===== config.mk =====
export PLATFORM = sky130hd
export DESIGN_NAME = servo_pid_hold_controller_top
export DESIGN_NICKNAME = d
export VERILOG_FILES = /design/src/sv/svphc_pkg.sv /design/src/sv/svphc_regs.sv /design/src/sv/svphc_track.sv /design/src/sv/svphc_out.sv /design/src/sv/servo_pid_hold_controller_top.sv
export VERILOG_INCLUDE_DIRS = /design/src /design/src/sv
export SDC_FILE = /design/constraint.sdc
export NUM_CORES = 2
export LEC_CHECK = 0
export BUFFER_PORTS_ARGS = -buffer_cell sky130_fd_sc_hd__buf_4
export CAP_MARGIN = 0
export CORE_MARGIN = 2
export CORE_UTILIZATION = 50
export DETAILED_ROUTE_END_ITERATION = 8
export PLACE_DENSITY_LB_ADDON = 0.12
export SYNTH_ARGS = -nofsm -noshare
export SYNTH_HDL_FRONTEND = slang
export SYNTH_SLANG_ARGS = --single-unit

===== constraint.sdc =====
create_clock -name clk_i -period 10.1 [get_ports clk_i]
set_clock_uncertainty 0.15 [all_clocks]
set_input_delay 1.01 -clock clk_i [delete_from_list [all_inputs] [get_ports clk_i]]
set_output_delay 1.01 -clock clk_i [all_outputs]
set_load 0.01 [all_outputs]

===== src/sv/servo_pid_hold_controller_top_assert.svh =====
// Assertion macros for the servo axis PID hold controller.
// Expects clk_i and rst_ni in the scope that uses them.
`ifndef SERVO_PID_HOLD_CONTROLLER_TOP_ASSERT_SVH
`define SERVO_PID_HOLD_CONTROLLER_TOP_ASSERT_SVH

// same-cycle implication, checked out of reset
`define SVPHC_ASSERT_NOW(name, ante, cons, msg) \
  name: assert property (@(posedge clk_i) disable iff (!rst_ni) (ante) |-> (cons)) \
    else $error(msg);

// next-cycle implication, checked out of reset
`define SVPHC_ASSERT_NEXT(name, ante, cons, msg) \
  name: assert property (@(posedge clk_i) disable iff (!rst_ni) (ante) |=> (cons)) \
    else $error(msg);

`endif


===== src/sv/svphc_pkg.sv =====
// Shared types and constants for the servo axis PID hold controller.
// No dependencies; used by every module of the block.
`default_nettype none

package svphc_pkg;

  localparam int POS_W   = 12;
  localparam int ERR_W   = POS_W + 1;
  localparam int DIFF_W  = ERR_W + 1;
  localparam int GAIN_W  = 16;
  localparam int FRAC_W  = 8;
  localparam int SLIM_W  = 9;
  localparam int ILIM_W  = 10;
  localparam int INTEG_W = 11;
  localparam int THR_W   = 12;
  localparam int VEL_W   = 10;
  localparam int VEL_SAT = 265;

  localparam int PP_W  = GAIN_W + 1 + ERR_W;
  localparam int IP_W  = GAIN_W + 1 + INTEG_W;
  localparam int DP_W  = GAIN_W + 1 + DIFF_W;
  localparam int SUM_W = DP_W + 2;
  localparam int QUO_W = SUM_W - FRAC_W;

  localparam int DATA_W  = 32;
  localparam int PADDR_W = 5;
  localparam int REGI_W  = 3;

  // register indexes, byte address 4*index
  localparam logic [REGI_W-1:0] REG_PROP_GAIN   = 3'd0;
  localparam logic [REGI_W-1:0] REG_INTEG_GAIN  = 3'd1;
  localparam logic [REGI_W-1:0] REG_DERIV_GAIN  = 3'd2;
  localparam logic [REGI_W-1:0] REG_SPEED_LIMIT = 3'd3;
  localparam logic [REGI_W-1:0] REG_INTEG_LIMIT = 3'd4;
  localparam logic [REGI_W-1:0] REG_HOLD_THRESH = 3'd5;

  localparam logic [GAIN_W-1:0] PROP_GAIN_RST   = 16'd256;
  localparam logic [GAIN_W-1:0] INTEG_GAIN_RST  = 16'd0;
  localparam logic [GAIN_W-1:0] DERIV_GAIN_RST  = 16'd0;
  localparam logic [SLIM_W-1:0] SPEED_LIMIT_RST = 9'd265;
  localparam logic [ILIM_W-1:0] INTEG_LIMIT_RST = 10'd100;
  localparam logic [THR_W-1:0]  HOLD_THRESH_RST = 12'd15;

  typedef enum logic [1:0] {
    KIND_SAMPLE = 2'd0,
    KIND_TARGET = 2'd1,
    KIND_ESTOP  = 2'd2
  } kind_e;

  typedef struct packed {
    kind_e            kind;
    logic [POS_W-1:0] meas;
    logic [POS_W-1:0] tgt;
  } item_t;

  typedef struct packed {
    logic [GAIN_W-1:0] prop_gain;
    logic [GAIN_W-1:0] integ_gain;
    logic [GAIN_W-1:0] deriv_gain;
    logic [SLIM_W-1:0] speed_limit;
    logic [ILIM_W-1:0] integ_limit;
    logic [THR_W-1:0]  hold_thresh;
  } cfg_t;

  // error terms of one sample after the state update
  typedef struct packed {
    logic [ERR_W-1:0]   err;
    logic [INTEG_W-1:0] acc;
    logic [DIFF_W-1:0]  derr;
    logic               gate;
    logic               hold;
  } trk_t;

endpackage

`default_nettype wire


===== src/sv/svphc_regs.sv =====
// Configuration register file of the servo axis PID hold controller.
// APB-style write/read port; depends on svphc_pkg.
`default_nettype none

module svphc_regs (
  input  wire logic                           clk_i,
  input  wire logic                           rst_ni,
  input  wire logic                           psel,
  input  wire logic                           penable,
  input  wire logic                           pwrite,
  input  wire logic [svphc_pkg::PADDR_W-1:0]  paddr,
  input  wire logic [svphc_pkg::DATA_W-1:0]   pwdata,
  output logic      [svphc_pkg::DATA_W-1:0]   prdata,
  output logic                                pready,
  output svphc_pkg::cfg_t                     cfg_o
);
  import svphc_pkg::*;

  cfg_t              cfg_q, cfg_d;
  logic              wr_en;
  logic [REGI_W-1:0] reg_idx;

  assign pready  = 1'b1;
  assign wr_en   = psel & penable & pwrite & pready;
  assign reg_idx = paddr[PADDR_W-1:2];

  always_comb begin
    cfg_d = cfg_q;
    if (wr_en) begin
      case (reg_idx)
        REG_PROP_GAIN:   cfg_d.prop_gain   = pwdata[GAIN_W-1:0];
        REG_INTEG_GAIN:  cfg_d.integ_gain  = pwdata[GAIN_W-1:0];
        REG_DERIV_GAIN:  cfg_d.deriv_gain  = pwdata[GAIN_W-1:0];
        REG_SPEED_LIMIT: cfg_d.speed_limit = pwdata[SLIM_W-1:0];
        REG_INTEG_LIMIT: cfg_d.integ_limit = pwdata[ILIM_W-1:0];
        REG_HOLD_THRESH: cfg_d.hold_thresh = pwdata[THR_W-1:0];
        default: ;
      endcase
    end
  end

  always_comb begin
    case (reg_idx)
      REG_PROP_GAIN:   prdata = DATA_W'(cfg_q.prop_gain);
      REG_INTEG_GAIN:  prdata = DATA_W'(cfg_q.integ_gain);
      REG_DERIV_GAIN:  prdata = DATA_W'(cfg_q.deriv_gain);
      REG_SPEED_LIMIT: prdata = DATA_W'(cfg_q.speed_limit);
      REG_INTEG_LIMIT: prdata = DATA_W'(cfg_q.integ_limit);
      REG_HOLD_THRESH: prdata = DATA_W'(cfg_q.hold_thresh);
      default:         prdata = '0;
    endcase
  end

  always_ff @(posedge clk_i or negedge rst_ni) begin
    if (!rst_ni) begin
      cfg_q.prop_gain   <= PROP_GAIN_RST;
      cfg_q.integ_gain  <= INTEG_GAIN_RST;
      cfg_q.deriv_gain  <= DERIV_GAIN_RST;
      cfg_q.speed_limit <= SPEED_LIMIT_RST;
      cfg_q.integ_limit <= INTEG_LIMIT_RST;
      cfg_q.hold_thresh <= HOLD_THRESH_RST;
    end else begin
      cfg_q <= cfg_d;
    end
  end

  assign cfg_o = cfg_q;

endmodule

`default_nettype wire


===== src/sv/svphc_track.sv =====
// Axis state stage: target, clamped integral, last error and hold flag.
// Forms the error terms of each sample; depends on svphc_pkg.
`default_nettype none

module svphc_track (
  input  wire logic                 clk_i,
  input  wire logic                 rst_ni,
  input  wire logic                 valid_i,
  input  svphc_pkg::item_t          item_i,
  output logic                      ready_o,
  input  svphc_pkg::cfg_t           cfg_i,
  output logic                      valid_o,
  output svphc_pkg::trk_t           trk_o,
  input  wire logic                 ready_i
);
  import svphc_pkg::*;

  logic [POS_W-1:0]   target_q, target_d;
  logic [INTEG_W-1:0] integ_q, integ_d;
  logic [ERR_W-1:0]   last_q, last_d;
  logic               hold_q, hold_d;
  logic               v1_q, v1_d;
  trk_t               trk_q, trk_d;

  logic               take;
  logic signed [ERR_W-1:0]  err;
  logic signed [ERR_W-1:0]  last_s;
  logic signed [DIFF_W-1:0] isum, ilim_s, iclamp;
  logic signed [DIFF_W-1:0] derr;
  logic [ERR_W-1:0]         mag;
  logic                     flip;

  assign ready_o = ~v1_q | ready_i;
  assign take    = valid_i & ready_o;

  assign err    = $signed({1'b0, target_q}) - $signed({1'b0, item_i.meas});
  assign last_s = $signed(last_q);
  assign isum   = $signed({{(DIFF_W-INTEG_W){integ_q[INTEG_W-1]}}, integ_q})
                + $signed({err[ERR_W-1], err});
  assign ilim_s = $signed({{(DIFF_W-ILIM_W){1'b0}}, cfg_i.integ_limit});
  assign derr   = $signed({err[ERR_W-1], err}) - $signed({last_s[ERR_W-1], last_s});
  assign mag    = err[ERR_W-1] ? ERR_W'(-err) : ERR_W'(err);

  // zero on either side is not a sign change
  assign flip = ((err > 0) && (last_s < 0)) || ((err < 0) && (last_s > 0));

  always_comb begin
    if (isum > ilim_s) begin
      iclamp = ilim_s;
    end else if (isum < -ilim_s) begin
      iclamp = -ilim_s;
    end else begin
      iclamp = isum;
    end
  end

  always_comb begin
    target_d = target_q;
    integ_d  = integ_q;
    last_d   = last_q;
    hold_d   = hold_q;
    trk_d    = trk_q;
    v1_d     = ready_o ? 1'b0 : v1_q;
    if (take) begin
      case (item_i.kind)
        KIND_SAMPLE: begin
          integ_d    = flip ? '0 : iclamp[INTEG_W-1:0];
          last_d     = err;
          hold_d     = (mag < {1'b0, cfg_i.hold_thresh});
          v1_d       = 1'b1;
          trk_d.err  = err;
          trk_d.acc  = integ_d;
          trk_d.derr = derr;
          trk_d.gate = hold_q;
          trk_d.hold = hold_d;
        end
        KIND_TARGET: begin
          target_d = item_i.tgt;
          hold_d   = 1'b0;
        end
        KIND_ESTOP: begin
          // zero terms give a zero velocity downstream
          hold_d     = 1'b1;
          v1_d       = 1'b1;
          trk_d.err  = '0;
          trk_d.acc  = '0;
          trk_d.derr = '0;
          trk_d.gate = 1'b1;
          trk_d.hold = 1'b1;
        end
        default: ;
      endcase
    end
  end

  always_ff @(posedge clk_i or negedge rst_ni) begin
    if (!rst_ni) begin
      target_q <= '0;
      integ_q  <= '0;
      last_q   <= '0;
      hold_q   <= 1'b0;
      v1_q     <= 1'b0;
    end else begin
      target_q <= target_d;
      integ_q  <= integ_d;
      last_q   <= last_d;
      hold_q   <= hold_d;
      v1_q     <= v1_d;
    end
  end

  always_ff @(posedge clk_i) begin
    trk_q <= trk_d;
  end

  assign valid_o = v1_q;
  assign trk_o   = trk_q;

endmodule

`default_nettype wire


===== src/sv/svphc_out.sv =====
// Output stages: gain products, then sum, truncation, saturation and hold gating.
// Holds the result register toward the consumer; depends on svphc_pkg.
`default_nettype none

module svphc_out (
  input  wire logic                            clk_i,
  input  wire logic                            rst_ni,
  input  wire logic                            valid_i,
  input  svphc_pkg::trk_t                      trk_i,
  output logic                                 ready_o,
  input  svphc_pkg::cfg_t                      cfg_i,
  output logic                                 out_valid_o,
  input  wire logic                            out_stall_i,
  output logic signed [svphc_pkg::VEL_W-1:0]   velocity_o,
  output logic                                 holding_o,
  output logic signed [svphc_pkg::ERR_W-1:0]   position_error_o
);
  import svphc_pkg::*;

  localparam logic [SLIM_W-1:0] SAT_LIM = SLIM_W'(VEL_SAT);

  logic                     v2_q, v3_q;
  logic                     r3;
  logic signed [PP_W-1:0]   pp_d, pp_q;
  logic signed [IP_W-1:0]   ip_d, ip_q;
  logic signed [DP_W-1:0]   dp_d, dp_q;
  logic [ERR_W-1:0]         err2_q;
  logic                     gate2_q, hold2_q;

  logic signed [SUM_W-1:0]  sum, adj;
  logic signed [QUO_W-1:0]  quo, lim_s, vel;
  logic [SLIM_W-1:0]        lim;
  logic [VEL_W-1:0]         vel_d, vel_q;
  logic                     hold3_q;
  logic [ERR_W-1:0]         err3_q;

  assign r3      = ~v3_q | ~out_stall_i;
  assign ready_o = ~v2_q | r3;

  assign pp_d = $signed({1'b0, cfg_i.prop_gain})  * $signed(trk_i.err);
  assign ip_d = $signed({1'b0, cfg_i.integ_gain}) * $signed(trk_i.acc);
  assign dp_d = $signed({1'b0, cfg_i.deriv_gain}) * $signed(trk_i.derr);

  assign sum = SUM_W'(pp_q) + SUM_W'(ip_q) + SUM_W'(dp_q);
  // bias negatives so the shift truncates toward zero
  assign adj = sum + (sum[SUM_W-1] ? SUM_W'((1 << FRAC_W) - 1) : SUM_W'(0));
  assign quo = adj[SUM_W-1:FRAC_W];

  assign lim   = (cfg_i.speed_limit > SAT_LIM) ? SAT_LIM : cfg_i.speed_limit;
  assign lim_s = $signed({{(QUO_W-SLIM_W){1'b0}}, lim});

  always_comb begin
    if (quo > lim_s) begin
      vel = lim_s;
    end else if (quo < -lim_s) begin
      vel = -lim_s;
    end else begin
      vel = quo;
    end
    vel_d = gate2_q ? '0 : vel[VEL_W-1:0];
  end

  always_ff @(posedge clk_i or negedge rst_ni) begin
    if (!rst_ni) begin
      v2_q <= 1'b0;
      v3_q <= 1'b0;
    end else begin
      if (ready_o) begin
        v2_q <= valid_i;
      end
      if (r3) begin
        v3_q <= v2_q;
      end
    end
  end

  always_ff @(posedge clk_i) begin
    if (ready_o && valid_i) begin
      pp_q    <= pp_d;
      ip_q    <= ip_d;
      dp_q    <= dp_d;
      err2_q  <= trk_i.err;
      gate2_q <= trk_i.gate;
      hold2_q <= trk_i.hold;
    end
    if (r3 && v2_q) begin
      vel_q   <= vel_d;
      hold3_q <= hold2_q;
      err3_q  <= err2_q;
    end
  end

  assign out_valid_o      = v3_q;
  assign velocity_o       = $signed(vel_q);
  assign holding_o        = hold3_q;
  assign position_error_o = $signed(err3_q);

endmodule

`default_nettype wire


===== src/sv/servo_pid_hold_controller_top.sv =====
// Top level of one servo axis PID hold controller: input register, axis state
// stage, output stages and register file. Depends on svphc_pkg and the assert header.
`default_nettype none

`include "servo_pid_hold_controller_top_assert.svh"

// One servo axis. Accepts one beat per clock while in_stall_o is low; a position
// sample or an emergency stop presents one result after it passes the input
// register, state stage, product register and result register in that order;
// a set-target or unused kind gives none.
// The target, integral, last error and hold flag update in the single state
// stage, so back-to-back samples see each other's state with no wait. The input
// side keeps taking beats while a result waits, as long as a stage ahead is free.
// Registers at byte addresses 0x00..0x14: prop_gain, integ_gain, deriv_gain,
// axis_speed_limit, integ_limit, hold_threshold; write them only while idle.
module servo_pid_hold_controller_top (
  input  wire logic                            clk_i,
  input  wire logic                            rst_ni,
  input  wire logic                            in_valid_i,
  output logic                                 in_stall_o,
  input  wire logic [1:0]                      kind_i,
  input  wire logic [svphc_pkg::POS_W-1:0]     measured_position_i,
  input  wire logic [svphc_pkg::POS_W-1:0]     target_position_i,
  output logic                                 out_valid_o,
  input  wire logic                            out_stall_i,
  output logic signed [svphc_pkg::VEL_W-1:0]   velocity_o,
  output logic                                 holding_o,
  output logic signed [svphc_pkg::ERR_W-1:0]   position_error_o,
  input  wire logic                            psel,
  input  wire logic                            penable,
  input  wire logic                            pwrite,
  input  wire logic [svphc_pkg::PADDR_W-1:0]   paddr,
  input  wire logic [svphc_pkg::DATA_W-1:0]    pwdata,
  output logic      [svphc_pkg::DATA_W-1:0]    prdata,
  output logic                                 pready
);
  import svphc_pkg::*;

  localparam logic signed [VEL_W-1:0] VEL_MAX = VEL_W'(VEL_SAT);

  logic  v0_q;
  item_t item_q;
  logic  r0, r1, r2;
  logic  v1;
  trk_t  trk;
  cfg_t  cfg;
  logic  vel_in_range;

  assign r0         = ~v0_q | r1;
  assign in_stall_o = ~r0;

  always_ff @(posedge clk_i or negedge rst_ni) begin
    if (!rst_ni) begin
      v0_q <= 1'b0;
    end else if (r0) begin
      v0_q <= in_valid_i;
    end
  end

  always_ff @(posedge clk_i) begin
    if (r0 && in_valid_i) begin
      item_q.kind <= kind_e'(kind_i);
      item_q.meas <= measured_position_i;
      item_q.tgt  <= target_position_i;
    end
  end

  svphc_regs u_regs (
    .clk_i   (clk_i),
    .rst_ni  (rst_ni),
    .psel    (psel),
    .penable (penable),
    .pwrite  (pwrite),
    .paddr   (paddr),
    .pwdata  (pwdata),
    .prdata  (prdata),
    .pready  (pready),
    .cfg_o   (cfg)
  );

  svphc_track u_track (
    .clk_i   (clk_i),
    .rst_ni  (rst_ni),
    .valid_i (v0_q),
    .item_i  (item_q),
    .ready_o (r1),
    .cfg_i   (cfg),
    .valid_o (v1),
    .trk_o   (trk),
    .ready_i (r2)
  );

  svphc_out u_out (
    .clk_i            (clk_i),
    .rst_ni           (rst_ni),
    .valid_i          (v1),
    .trk_i            (trk),
    .ready_o          (r2),
    .cfg_i            (cfg),
    .out_valid_o      (out_valid_o),
    .out_stall_i      (out_stall_i),
    .velocity_o       (velocity_o),
    .holding_o        (holding_o),
    .position_error_o (position_error_o)
  );

  assign vel_in_range = (velocity_o <= VEL_MAX) && (velocity_o >= -VEL_MAX);

  `SVPHC_ASSERT_NOW(a_vel_bound, out_valid_o, vel_in_range, "velocity beyond saturation")
  `SVPHC_ASSERT_NEXT(a_in_capture, in_valid_i && !in_stall_o, v0_q, "accepted beat not captured")
  `SVPHC_ASSERT_NEXT(a_s0_hold, v0_q && !r1, v0_q, "input stage item lost while blocked")
  `SVPHC_ASSERT_NEXT(a_s1_hold, v1 && !r2, v1, "state stage item lost while blocked")

endmodule

`default_nettype wire

==> flow_summary.html <==
<table>
<tr><th>Metric</th><th>Value</th></tr>
<tr><th colspan="2">Layout</th></tr>
<tr><td>Final core utilization</td><td>54.42%</td></tr>
<tr><td>Total number of nets in the final design</td><td>4941</td></tr>
<tr><td>Count of fill cells added during filler insertion</td><td>6887</td></tr>
<tr><td>Non-Filler Cell Area, Final</td><td>0.04147 mm2</td></tr>
<tr><td>Number of non-filler instances in the completed layout</td><td>5005</td></tr>
<tr><td>Diodes inserted</td><td>0</td></tr>
<tr><td>Most common cell after layout, fill and taps aside</td><td>inv_1</td></tr>
<tr><td>Growth of design area from synthesis to finish</td><td>7.307%</td></tr>
<tr><td>Layout cell share with drive strength beyond 1</td><td>8.000%</td></tr>
<tr><td>Most frequent cells in the layout</td><td>inv_1, fa_1, nand2_1</td></tr>
<tr><th colspan="2">Min path</th></tr>
<tr><td>Count of cells along the worst hold path</td><td>0</td></tr>
<tr><td>Worst Hold Endpoint</td><td>u_out.position_error_o[9]</td></tr>
<tr><td>Source of the worst hold timing path</td><td>u_out.err2_q[9]</td></tr>
<tr><td>Class of the most critical hold timing path</td><td>register to register</td></tr>
<tr><th colspan="2">Timing</th></tr>
<tr><td>Headroom to the max-slew limit</td><td>22.55%</td></tr>
<tr><td>Tmin final</td><td>9.246 ns</td></tr>
<tr><td>Slew at the pin closest to its max-slew limit</td><td>1.159 ns</td></tr>
<tr><td>Fmax achieved</td><td>108.2 MHz</td></tr>
<tr><td>Final number of max-transition violations</td><td>0</td></tr>
<tr><td>Final-layout setup total negative slack</td><td>0 ns</td></tr>
<tr><td>Number of hold violations in the final report</td><td>0</td></tr>
<tr><td>Share of the clock period used by the worst path</td><td>91.54%</td></tr>
<tr><td>Number of endpoints failing setup at the final stage</td><td>0</td></tr>
<tr><td>Unrepaired setup endpoints after global routing</td><td>false</td></tr>
<tr><th colspan="2">CTS</th></tr>
<tr><td>TritonCTS Buffers</td><td>38</td></tr>
<tr><td>Total clock sinks</td><td>314</td></tr>
<tr><td>H-tree level count</td><td>2</td></tr>
<tr><td>Clock tree from TritonCTS</td><td>built</td></tr>
<tr><td>Postcts setup bufs</td><td>0</td></tr>
<tr><td>Reg clk slew, reported paths</td><td>0.06 ns</td></tr>
<tr><td>Buffer type at the clock tree root</td><td>clkbuf_16</td></tr>
<tr><td>Maximum clock path buffer count</td><td>3</td></tr>
<tr><td>Cts hold-fix bufs</td><td>0</td></tr>
<tr><td>Clk_lat worst skew</td><td>0.60 ns</td></tr>
<tr><td>Cells resized by post-CTS repair</td><td>0</td></tr>
<tr><th colspan="2">Critical path</th></tr>
<tr><td>Endpoint type of the worst setup path</td><td>register</td></tr>
<tr><td>Critical register-to-register path endpoint</td><td>u_out.velocity_o[1]</td></tr>
<tr><td>Master of the slowest instance on the critical path</td><td>nor4b_1</td></tr>
<tr><td>Largest stage delay, worst path</td><td>0.64 ns</td></tr>
<tr><td>Beginning of the worst register-to-register path</td><td>u_out.dp_q[1]</td></tr>
<tr><td>Reg2reg setup slack</td><td>0.85 ns</td></tr>
<tr><td>Worst r2r path cells</td><td>36</td></tr>
<tr><td>Classification of the worst setup path</td><td>register to register</td></tr>
<tr><td>Maximum fanout encountered on the critical timing path</td><td>18</td></tr>
<tr><td>Worst EP required</td><td>10.27 ns</td></tr>
<tr><td>Arrival time at the worst endpoint</td><td>9.42 ns</td></tr>
<tr><td>Startpoint types</td><td>register</td></tr>
<tr><th colspan="2">Synthesis</th></tr>
<tr><td>Number of synthesis warnings</td><td>0</td></tr>
<tr><td>Sequential fraction of the synthesis area</td><td>22.88%</td></tr>
<tr><td>Mux cell area share after synthesis</td><td>3.348%</td></tr>
<tr><td>Adder and majority gate portion of the synthesized area</td><td>39.29%</td></tr>
<tr><td>Post-Syn Area</td><td>0.03865 mm2</td></tr>
<tr><td>Main synth FF type</td><td>edfxtp_1</td></tr>
<tr><td>Combinational family with the most area after synthesis</td><td>adder cells</td></tr>
<tr><td>FFs w/ async S/R, synth</td><td>38.22%</td></tr>
<tr><td>Mean post-synth cell area</td><td>9.851 um2</td></tr>
<tr><td>Post-synth EDFFs</td><td>194</td></tr>
<tr><td>Share of the synthesized area in compound gates (AO/OA/AOI/OAI)</td><td>8.055%</td></tr>
<tr><td>Instance count of the mapped netlist</td><td>3923</td></tr>
<tr><td>Fraction of synthesized cell area in xor and xnor cells</td><td>3.623%</td></tr>
<tr><td>Flip-flop and latch count after synthesis</td><td>314</td></tr>
<tr><td>Unique masters post-synth</td><td>93</td></tr>
<tr><td>Basic-gate share of the synthesized area counting and, or, nand and nor cells</td><td>15.26%</td></tr>
<tr><th colspan="2">Global route</th></tr>
<tr><td>Met2 capacity usage during global routing</td><td>40.71%</td></tr>
<tr><td>Wire length of the first global-routing pass</td><td>155200 um</td></tr>
<tr><td>Global routing usage summed across all routing layers</td><td>25.48%</td></tr>
<tr><td>Most used routing layer</td><td>met2</td></tr>
<tr><td>Number of antenna violations at the first check in global routing</td><td>4</td></tr>
<tr><td>Vias in the first global route</td><td>27290</td></tr>
<tr><td>Maximum number of pins on one net before global-route repair</td><td>76</td></tr>
<tr><td>Global route overflow</td><td>0</td></tr>
<tr><td>GR Layer Usage met1</td><td>35.87%</td></tr>
<tr><td>Met3 capacity usage during global routing</td><td>4.402%</td></tr>
<tr><th colspan="2">Detailed routing</th></tr>
<tr><td>Via count</td><td>27120</td></tr>
<tr><td>WL/cell</td><td>19.63 um</td></tr>
<tr><td>Iteration count of the initial detailed-routing pass</td><td>5</td></tr>
<tr><td>Routed via count divided by cell count</td><td>5.418</td></tr>
<tr><td>Initial drt markers</td><td>1627</td></tr>
<tr><td>DRC</td><td>0</td></tr>
<tr><td>Post-route antenna net violation count</td><td>0</td></tr>
<tr><td>Aggregate routed wire length</td><td>98230 um</td></tr>
<tr><th colspan="2">Die</th></tr>
<tr><td>Number of top-level design ports</td><td>129</td></tr>
<tr><td>Floorplan die area</td><td>0.07953 mm2</td></tr>
<tr><td>Die Width</td><td>282.0 um</td></tr>
<tr><td>Starting density of the core</td><td>50.72%</td></tr>
<tr><td>Core box area</td><td>0.07620 mm2</td></tr>
<tr><td>Std cell rows</td><td>101</td></tr>
<tr><td>Die height</td><td>282.0 um</td></tr>
<tr><th colspan="2">Flow run</th></tr>
<tr><td>Max-cap violations</td><td>0</td></tr>
<tr><th colspan="2">Place</th></tr>
<tr><td>Detailed placement HPWL</td><td>78020 um</td></tr>
<tr><td>Placed cell count</td><td>4936</td></tr>
<tr><td>Placed Instance Area</td><td>0.04026 mm2</td></tr>
<tr><td>Routability-driven placement congestion ratio</td><td>0.8659</td></tr>
<tr><td>Count of input and output buffers</td><td>93</td></tr>
<tr><th colspan="2">Status</th></tr>
<tr><td>Result of the run</td><td>finished clean</td></tr>
</table>
-- flip-flops by register name (all words and copies together) (netlist names), 10 cells and up --
name,cells
u_regs.cfg_o,79
u_track.trk_o,40
u_out.dp_q,31
u_out.pp_q,30
u_out.ip_q,28
item_q,26
u_out.err2_q,13
u_out.position_error_o,13
u_track.last_q,13
u_track.target_q,12
u_track.integ_q,11
u_out.velocity_o,10
-- critical path, delay by kind of cell (launching register included) --
family,cells,cell delay (ns)
adders and majority gates,5,1.83
xor gates and xnor gates,1,0.50
DFF,1,0.40
muxes,2,0.50
buffers and inverters,3,0.57
AOI/OAI and AO/OA,11,2.00
and+or+nand+nor,14,3.03
-- layout make-up --
cell class / count / area (um2) / area share, %
clock buffers: 50 / 1016 / 2.450
clock inverters: 19 / 191.4 / 0.4616
inverters: 599 / 2248 / 5.422
multi-input cells: 2875 / 27000 / 65.10
flip-flops and latches: 314 / 8842 / 21.32
well taps: 1030 / 1289 / 3.108
repair buffers: 118 / 885.9 / 2.136
-- synth_stat cells (all sizes together), types with 64 or more instances --
master  count  area, um2
ha        444       5555
mux2       85      968.4
nand2     456       1719
and2      260       1627
dfrtp     109       2728
fa        481       9629
a21oi     138      713.2
inv       598       2245
clkbuf    121      454.2
nor2      162      608.1
edfxtp    194       5826
nand2b     64      400.4
o21ai     116      584.3
xnor2     121       1067
-- kinds of logic (layout without fill, tap and decap cells) --
| kind of cell | after synthesis | count (layout) |
|---|---|---|
| buffers and inverters | 749 | 786 |
| adders and majority gates | 925 | 925 |
| other | 2 | 17 |
| AOI/OAI and AO/OA | 476 | 476 |
| and+or+nand+nor | 1183 | 1183 |
| DFF | 314 | 314 |
| xor gates and xnor gates | 159 | 159 |
| muxes | 115 | 115 |
-- worst max-delay path by stage --
| stage | start | end | slack [ns] | cells past startpoint |
|---|---|---|---|---|
| 2_1_floorplan | u_out.dp_q[1] | u_out.velocity_o[4] | 1.77 | 36 |
| 3_3_place_gp | u_out.dp_q[1] | u_out.velocity_o[1] | 1.0 | 36 |
| 3_5_place_dp | u_out.dp_q[1] | u_out.velocity_o[1] | 0.85 | 36 |
| 4_1_cts | u_out.dp_q[1] | u_out.velocity_o[1] | 0.79 | 36 |
| 5_1_grt | u_out.dp_q[1] | u_out.velocity_o[8] | 0.11 | 36 |
| 6_report | u_out.dp_q[1] | u_out.velocity_o[1] | 0.85 | 36 |
-- through the flow --
| step | hold WS [ns] | setup WS [ns] |
|---|---|---|
| after floorplan | 0.2503 | 1.774 |
| after global placement | 0.2525 | 0.9999 |
| after detailed placement | 0.2545 | 0.8473 |
| after CTS | 0.2688 | 0.7938 |
| after global routing | 0.2758 | 0.1074 |
| final | 0.2672 | 0.8542 |
-- layer usage --
layer,share of wire [%],vias up
li1,-,12810
met1,46,13570
met2,46,631
met3,6.1,106
met4,2.7,0
met5,0,-
Power is left out: the tool's default activity adds up to more than one toggle a clock period on the data nets, which glitch-free logic cannot reach.
